==> src/design/lcgm_pkg.sv <==
// ----------------------------------------------------------------------------
// lcgm_pkg
// Shared types and constants for the mixed lcg random byte source.
// ----------------------------------------------------------------------------
package lcgm_pkg;

    localparam logic [63:0] LCG_MUL         = 64'd6364136223846793005;
    localparam logic [63:0] LCG_INC         = 64'd1442695040888963407;
    localparam logic [63:0] MIX_K1          = 64'hff51afd7ed558ccd;
    localparam logic [63:0] MIX_K2          = 64'hc4ceb9fe1a85ec53;
    localparam logic [63:0] ZERO_SEED_VALUE = 64'hDEADBEEFCAFEBABE;
    localparam int unsigned MIX_SHIFT       = 33;
    localparam logic [2:0]  FULL_WORD       = 3'd4;

    typedef struct packed {
        logic [2:0]  byte_count;
        logic [15:0] jitter;
    } in_item_t;

    typedef struct packed {
        logic [7:0] data_byte;
        logic       last;
    } out_item_t;

    // start request to the shared multiplier and its completion status
    typedef struct packed {
        logic start;
    } mul_req_t;

    typedef struct packed {
        logic busy;
        logic done;
    } mul_stat_t;

    typedef enum logic [7:0] {
        ST_IDLE    = 8'b0000_0001,
        ST_MUL_LCG = 8'b0000_0010,
        ST_MIX1    = 8'b0000_0100,
        ST_MUL_K1  = 8'b0000_1000,
        ST_MIX2    = 8'b0001_0000,
        ST_MUL_K2  = 8'b0010_0000,
        ST_MIX3    = 8'b0100_0000,
        ST_EMIT    = 8'b1000_0000
    } state_t;

endpackage

==> src/design/lcg_mixed_random_byte_source.sv <==
// ----------------------------------------------------------------------------
// lcg_mixed_random_byte_source
// 64-bit lcg with a murmur3 style finalizer, emitting 1 to 4 bytes per word.
// ----------------------------------------------------------------------------
//  channel  | direction | handshake            | payload
//  in       | input     | in_valid / in_ready   | in_item_t  {byte_count, jitter}
//  out      | output    | out_valid / out_ready | out_item_t {data_byte, last}
//  cfg      | input     | cfg_we               | cfg_data (64-bit seed)
//
//  a nonzero count goes through arithmetic after acceptance: three 64-bit multiplies
//  (start, passes of the one 32 x 32 unit, done) and three mix steps; then one byte
//  per cycle while the output is not stalled, after which in_ready returns.
//  in_ready is high only while the sequencer is idle; a zero count is dropped.
//  a stalled output holds the sequencer in the byte emit step.
//  after reset the state is the fixed nonzero constant; cfg_we reloads it.
module lcg_mixed_random_byte_source
    import lcgm_pkg::*;
(
    input  logic        clk,
    input  logic        rst_n,
    input  logic        in_valid,
    output logic        in_ready,
    input  in_item_t    in_data,
    output logic        out_valid,
    input  logic        out_ready,
    output out_item_t   out_data,
    input  logic        cfg_we,
    input  logic [63:0] cfg_data
);

    state_t      state_reg, state_next;
    logic [63:0] gen_reg, gen_next;
    logic [63:0] x_reg, x_next;
    logic [31:0] word_reg, word_next;
    logic [2:0]  remain_reg, remain_next;
    logic        full_reg, full_next;
    logic [15:0] jitter_reg, jitter_next;
    logic        out_valid_reg, out_valid_next;
    out_item_t   out_reg, out_next;
    logic        start_reg, start_next;

    mul_req_t    mreq;
    mul_stat_t   mstat;
    logic [63:0] mul_a, mul_b, mul_p;
    logic [63:0] x_mixed;
    logic [2:0]  count_sat;
    logic        slot_free;

    assign mreq.start = start_reg;
    assign mul_a = (state_reg == ST_MUL_LCG) ? gen_reg : x_reg;

    always_comb
    begin
        unique case (state_reg)
            ST_MUL_LCG: mul_b = LCG_MUL;
            ST_MUL_K1:  mul_b = MIX_K1;
            default:    mul_b = MIX_K2;
        endcase
    end

    lcgm_mul u_mul
    (
        .clk     (clk),
        .rst_n   (rst_n),
        .req     (mreq),
        .a       (mul_a),
        .b       (mul_b),
        .stat    (mstat),
        .product (mul_p)
    );

    assign x_mixed   = x_reg ^ (x_reg >> MIX_SHIFT);
    assign count_sat = in_data.byte_count[2] ? FULL_WORD : {1'b0, in_data.byte_count[1:0]};
    assign slot_free = !out_valid_reg || out_ready;

    always_comb
    begin
        state_next     = state_reg;
        gen_next       = gen_reg;
        x_next         = x_reg;
        word_next      = word_reg;
        remain_next    = remain_reg;
        full_next      = full_reg;
        jitter_next    = jitter_reg;
        out_next       = out_reg;
        out_valid_next = out_valid_reg;
        start_next     = 1'b0;

        if (out_valid_reg && out_ready)
        begin
            out_valid_next = 1'b0;
        end

        unique case (state_reg)
            ST_IDLE:
            begin
                if (in_valid && count_sat != 3'd0)
                begin
                    remain_next = count_sat;
                    full_next   = (count_sat == FULL_WORD);
                    jitter_next = in_data.jitter;
                    start_next  = 1'b1;
                    state_next  = ST_MUL_LCG;
                end
            end
            ST_MUL_LCG:
            begin
                if (mstat.done)
                begin
                    gen_next   = mul_p + LCG_INC;
                    x_next     = mul_p + LCG_INC;
                    state_next = ST_MIX1;
                end
            end
            ST_MIX1:
            begin
                x_next     = x_mixed;
                start_next = 1'b1;
                state_next = ST_MUL_K1;
            end
            ST_MUL_K1:
            begin
                if (mstat.done)
                begin
                    x_next     = mul_p;
                    state_next = ST_MIX2;
                end
            end
            ST_MIX2:
            begin
                x_next     = x_mixed;
                start_next = 1'b1;
                state_next = ST_MUL_K2;
            end
            ST_MUL_K2:
            begin
                if (mstat.done)
                begin
                    x_next     = mul_p;
                    state_next = ST_MIX3;
                end
            end
            ST_MIX3:
            begin
                word_next  = x_mixed[63:32];
                state_next = ST_EMIT;
            end
            ST_EMIT:
            begin
                if (slot_free)
                begin
                    out_next.data_byte = word_reg[7:0];
                    out_next.last      = (remain_reg == 3'd1);
                    out_valid_next     = 1'b1;
                    word_next          = {8'd0, word_reg[31:8]};
                    remain_next        = remain_reg - 3'd1;
                    if (remain_reg == 3'd1)
                    begin
                        // jitter only folds in after a full word
                        if (full_reg)
                        begin
                            gen_next = gen_reg + {48'd0, jitter_reg};
                        end
                        state_next = ST_IDLE;
                    end
                end
            end
            default:
            begin
                state_next = ST_IDLE;
            end
        endcase

        if (cfg_we)
        begin
            gen_next = (cfg_data == 64'd0) ? ZERO_SEED_VALUE : cfg_data;
        end
    end

    always_ff @(posedge clk or negedge rst_n)
    begin
        if (!rst_n)
        begin
            state_reg     <= ST_IDLE;
            gen_reg       <= ZERO_SEED_VALUE;
            out_valid_reg <= 1'b0;
            start_reg     <= 1'b0;
        end
        else
        begin
            state_reg     <= state_next;
            gen_reg       <= gen_next;
            out_valid_reg <= out_valid_next;
            start_reg     <= start_next;
        end
    end

    always_ff @(posedge clk)
    begin
        x_reg      <= x_next;
        word_reg   <= word_next;
        remain_reg <= remain_next;
        full_reg   <= full_next;
        jitter_reg <= jitter_next;
        out_reg    <= out_next;
    end

    assign in_ready  = (state_reg == ST_IDLE) && !mstat.busy;
    assign out_valid = out_valid_reg;
    assign out_data  = out_reg;

endmodule

==> src/design/lcgm_mul.sv <==
// ----------------------------------------------------------------------------
// lcgm_mul
// Shared 64 x 64 -> 64 (mod 2^64) multiplier built on one 32 x 32 unit.
// ----------------------------------------------------------------------------
module lcgm_mul
    import lcgm_pkg::*;
(
    input  logic        clk,
    input  logic        rst_n,
    input  mul_req_t    req,
    input  logic [63:0] a,
    input  logic [63:0] b,
    output mul_stat_t   stat,
    output logic [63:0] product
);

    logic [1:0]  phase_reg, phase_next;
    logic        busy_reg, busy_next;
    logic        done_reg, done_next;
    logic [63:0] prod_reg;
    logic [63:0] acc_reg, acc_next;
    logic [31:0] op_a, op_b;
    logic [63:0] prod_next;

    // lo*lo full width, then the two cross terms only add into the upper half
    always_comb
    begin
        case (phase_reg)
            2'd0:
            begin
                op_a = a[31:0];
                op_b = b[31:0];
            end
            2'd1:
            begin
                op_a = a[31:0];
                op_b = b[63:32];
            end
            default:
            begin
                op_a = a[63:32];
                op_b = b[31:0];
            end
        endcase
    end

    assign prod_next = {32'd0, op_a} * {32'd0, op_b};

    always_comb
    begin
        phase_next = phase_reg;
        busy_next  = busy_reg;
        done_next  = 1'b0;
        acc_next   = acc_reg;
        if (busy_reg)
        begin
            phase_next = phase_reg + 2'd1;
            case (phase_reg)
                2'd0:    acc_next = acc_reg;
                2'd1:    acc_next = prod_reg;
                default: acc_next = acc_reg + {prod_reg[31:0], 32'd0};
            endcase
            if (phase_reg == 2'd3)
            begin
                busy_next = 1'b0;
                done_next = 1'b1;
            end
        end
        else if (req.start)
        begin
            busy_next  = 1'b1;
            phase_next = 2'd0;
        end
    end

    always_ff @(posedge clk or negedge rst_n)
    begin
        if (!rst_n)
        begin
            phase_reg <= 2'd0;
            busy_reg  <= 1'b0;
            done_reg  <= 1'b0;
        end
        else
        begin
            phase_reg <= phase_next;
            busy_reg  <= busy_next;
            done_reg  <= done_next;
        end
    end

    always_ff @(posedge clk)
    begin
        prod_reg <= prod_next;
        acc_reg  <= acc_next;
    end

    assign stat.busy = busy_reg;
    assign stat.done = done_reg;
    assign product   = acc_reg;

endmodule

==> config.mk <==
export PLATFORM = sky130hd
export DESIGN_NAME = lcg_mixed_random_byte_source
export DESIGN_NICKNAME = d
export VERILOG_FILES = /design/src/design/lcgm_pkg.sv /design/src/design/lcg_mixed_random_byte_source.sv /design/src/design/lcgm_mul.sv
export SDC_FILE = /design/constraint.sdc
export NUM_CORES = 2
export LEC_CHECK = 0
export ABC_AREA = 0
export BUFFER_PORTS_ARGS = -buffer_cell sky130_fd_sc_hd__buf_4
export CAP_MARGIN = 20
export CORE_ASPECT_RATIO = 1.1
export CORE_UTILIZATION = 45
export CTS_CLUSTER_SIZE = 30
export DETAILED_ROUTE_END_ITERATION = 6
export PLACE_DENSITY_LB_ADDON = 0.1
export SYNTH_ARGS = -nofsm -noshare
export SYNTH_HDL_FRONTEND = slang
export SYNTH_SLANG_ARGS = --single-unit
==> constraint.sdc <==
create_clock -name clk -period 15.26 [get_ports clk]
set_input_delay 2.289 -clock clk [delete_from_list [all_inputs] [get_ports clk]]
set_output_delay 2.289 -clock clk [all_outputs]
set_load 0.005 [all_outputs]
==> impl_metrics.tcl <==
set metrics [dict create \
    port_buffers 98 \
    r2r.worst_path.cells 30 \
    critPathRequiredTime_ns 15.76 \
    utilization_pct 48.7 \
    die-height_microns 353 \
    synthArstFlopShare_pct 23.6 \
    syn-num-nets 6922 \
    synth-compound-area-share_pct 11.4 \
    nFillCells 10900 \
    clkLatencyLatePin_ns 0.57 \
    finalWorstPathRequiredPeriod_ns 11.46 \
    synth_seq_cells 331 \
    number_of_enable_flip_flop_cells_after_synthesis 189 \
    setup_violations 0 \
    synth_cells 5625 \
    critical_path.startpoint_type "flop" \
    crit_path_max_incr_delay_ns 0.85 \
    cpMostUsedCell "sky130_fd_sc_hd__fa_1" \
    largest_family_of_logic_cells_by_synthesized_area "adder cells" \
    syn2layout_area_growth_pct 7.33 \
    avgSynthCellArea_sq_um 8.95 \
    track_usage_pct 34.6 \
    maximum_fanout_encountered_on_the_critical_timing_path 35 \
    antenna_found_initial 0 \
    nets 6893 \
    grt_pass1_vias 41500 \
    yosys.area_share.adder_pct 42.6 \
    number_of_max_slew_violations_in_the_final_report 0 \
    outcome "finished, final reports clean" \
    setup.worst_path.end_class "flop" \
    postCtsSetupRepairBufs 0 \
    critical_path_buf_inv_count 4 \
    start_util_pct 45.4 \
    overflow_left_after_global_routing 0 \
    num_vias 41000 \
    transition_time_at_the_pin_with_the_least_slew_margin_ns 1.24 \
    core-area_sq_mm 0.111 \
    fin_worst_skew_ns 0.0402 \
    synth-main-ff-cell "sky130_fd_sc_hd__edfxtp_1" \
    min_path_type "reg2reg" \
    synth_seq_area_share_pct 17.8 \
    hold_path.startpoint "word_reg[0]$_DFFE_PP_" \
    avgViaCountPerCell 5.76 \
    reg2reg_from "state_reg[5]$_DFFE_PN0P_" \
    r2r_end "u_mul.prod_reg[60]$_DFF_P_" \
    gp_routability_congestion 0.992 \
    drc_errors 0 \
    holdBufCountCts 0 \
    numCtsBuffers 34 \
    fin_setup_tns_ns 0 \
    grt_first_pass_wirelength_microns 283000 \
    clkTransAtPathRegs_ns 0.06 \
    die_area_sq_mm 0.113 \
    clock_root_cell "sky130_fd_sc_hd__clkbuf_16" \
    fmax_mhz 87.3 \
    holdPathEnd "out_data[1]$_DFFE_PP_" \
    timing.final.crit_share_pct 75.1 \
    drt-wirelength-per-cell_microns 27.5 \
    final-hold-violation-count 0 \
    post_layout_nonfiller_instances 7117 \
    die_x_microns 321 \
    grt_setup_unrepaired "no" \
    slew_headroom_pct 16.8 \
    regToRegSetupSlack_ns 3.80 \
    post_synth_mux_area_share_pct 0.211 \
    drive_gt1_share_pct 6.94 \
    synth_cell_types 94 \
    postCtsResizedCells 0 \
    cts.path.max_buffers 3 \
    hpwlAfterDp_microns 161000 \
    min_delay_path_depth 0 \
    cts.sink_count 331 \
    setup.worst_path.class "reg2reg" \
    floorplan.rows 128 \
    critPathSlowestCell "sky130_fd_sc_hd__nand2_1" \
    yosysWarnings 0 \
    place_inst 7055 \
    antennaDiodeCount 0 \
    worst_endpoint_data_arrival_time_ns 11.96 \
    post_route_ant_nets 0 \
    timing.max_cap.violations 0 \
    floorplan.io_pins 99 \
    synthesis.area_sq_mm 0.0503 \
    synth_xor_area_share_pct 3.78 \
    drt-initial-drc-count 4325 \
    dominant_delay_contributor_by_cell_family_on_the_critical_path "adder cells" \
    grt_max_degree 69 \
    firstDrtPassIters 6 \
    cts_tree "yes" \
    routed_wl_microns 196000 \
    synth-simple-area-share_pct 15.3 \
    cts.htree.levels 2 \
]
[placed cells by master, fill, tap and decap left out, types with 98 or more instances in the layout]
cell	count
sky130_fd_sc_hd__a21oi_1	220
sky130_fd_sc_hd__ha_1	366
sky130_fd_sc_hd__fa_1	841
sky130_fd_sc_hd__nand2_1	670
sky130_fd_sc_hd__inv_1	946
sky130_fd_sc_hd__o21ai_0	258
sky130_fd_sc_hd__edfxtp_1	189
sky130_fd_sc_hd__buf_4	183
sky130_fd_sc_hd__nor2_1	604
sky130_fd_sc_hd__xor2_1	98
sky130_fd_sc_hd__xnor2_1	119
[layer usage]
metal	track usage (%)	up-vias	routed length (microns)
met1	44.2	20500	75800
met5	0	-	0
met3	5.10	474	15300
li1	-	18000	-
met4	19.2	0	13200
met2	56.3	2046	91300
[synth_stat cells, drive strengths merged, types with 8 or more instances]
cell type	count	area, sq um
a221o	15	150
and2	50	313
and3	34	213
a22oi	11	82.6
nor2b	38	238
edfxtp	189	5680
nand4	29	181
nor2	616	2310
a211oi	25	198
o21a	43	324
buf	46	198
or2	26	163
clkbuf	203	762
dfxtp	64	1280
o211ai	17	128
nor3	82	410
o221ai	9	78.8
a21boi	8	63.8
a22o	8	70.1
a31oi	25	169
a21o	62	465
or3	15	98.8
ha	368	4600
nand2b	55	344
o21ai	298	1500
o21bai	19	161
inv	947	3550
a21oi	223	1130
o31ai	35	290
dfstp	47	1230
xor2	98	858
o22ai	18	113
fa	841	16800
nand2	672	2520
dfrtp	31	776
nor4	27	169
xnor2	119	1040
nand3	96	480
[cell families (layout without fill, tap and decap cells)]
family                   Yosys count  after routing
AND/OR/NAND/NOR                 1765           1765
adder cells (fa/ha/maj)         1209           1209
buffers and inverters           1196           1193
AO/OA/AOI/OAI                    897            897
flip-flops                       331            331
XOR/XNOR                         217            217
multiplexers                      10             10
[area by class of cell]
class | count | area (sq um) | share of cell area (%)
Multi-Input combinational cell | 4098 | 37000 | 68.5
Clock buffer | 44 | 1000 | 1.86
Inverter | 947 | 3550 | 6.58
Sequential cell | 331 | 8970 | 16.6
Timing Repair Buffer | 184 | 1390 | 2.56
Clock inverter | 18 | 216 | 0.401
Tap cell | 1495 | 1870 | 3.46
[through the flow]
step | cell area [sq um] | worst slack, ns | hold WS, ns
after floorplan | 50300 | 6.37 | 0.400
final | 54000 | 3.80 | 0.418
after CTS | 54000 | 3.95 | 0.421
after global routing | 54000 | 3.23 | 0.437
after detailed placement | 52800 | 3.96 | 0.405
after global placement | 52800 | 4.19 | 0.402
[worst max-delay path by stage]
stage,cells after the start,endpoint,slack [ns],start
2_1_floorplan,31,u_mul.prod_reg[59]$_DFF_P_,6.37,state_reg[5]$_DFFE_PN0P_
3_3_place_gp,31,u_mul.prod_reg[60]$_DFF_P_,4.19,state_reg[5]$_DFFE_PN0P_
3_5_place_dp,30,u_mul.prod_reg[60]$_DFF_P_,3.96,state_reg[5]$_DFFE_PN0P_
4_1_cts,30,u_mul.prod_reg[60]$_DFF_P_,3.95,state_reg[5]$_DFFE_PN0P_
5_1_grt,30,u_mul.prod_reg[56]$_DFF_P_,3.23,state_reg[5]$_DFFE_PN0P_
6_report,30,u_mul.prod_reg[60]$_DFF_P_,3.80,state_reg[5]$_DFFE_PN0P_
Power is not shown: default switching activity piles up to over one toggle a cycle in this logic, so the estimate is an artifact.
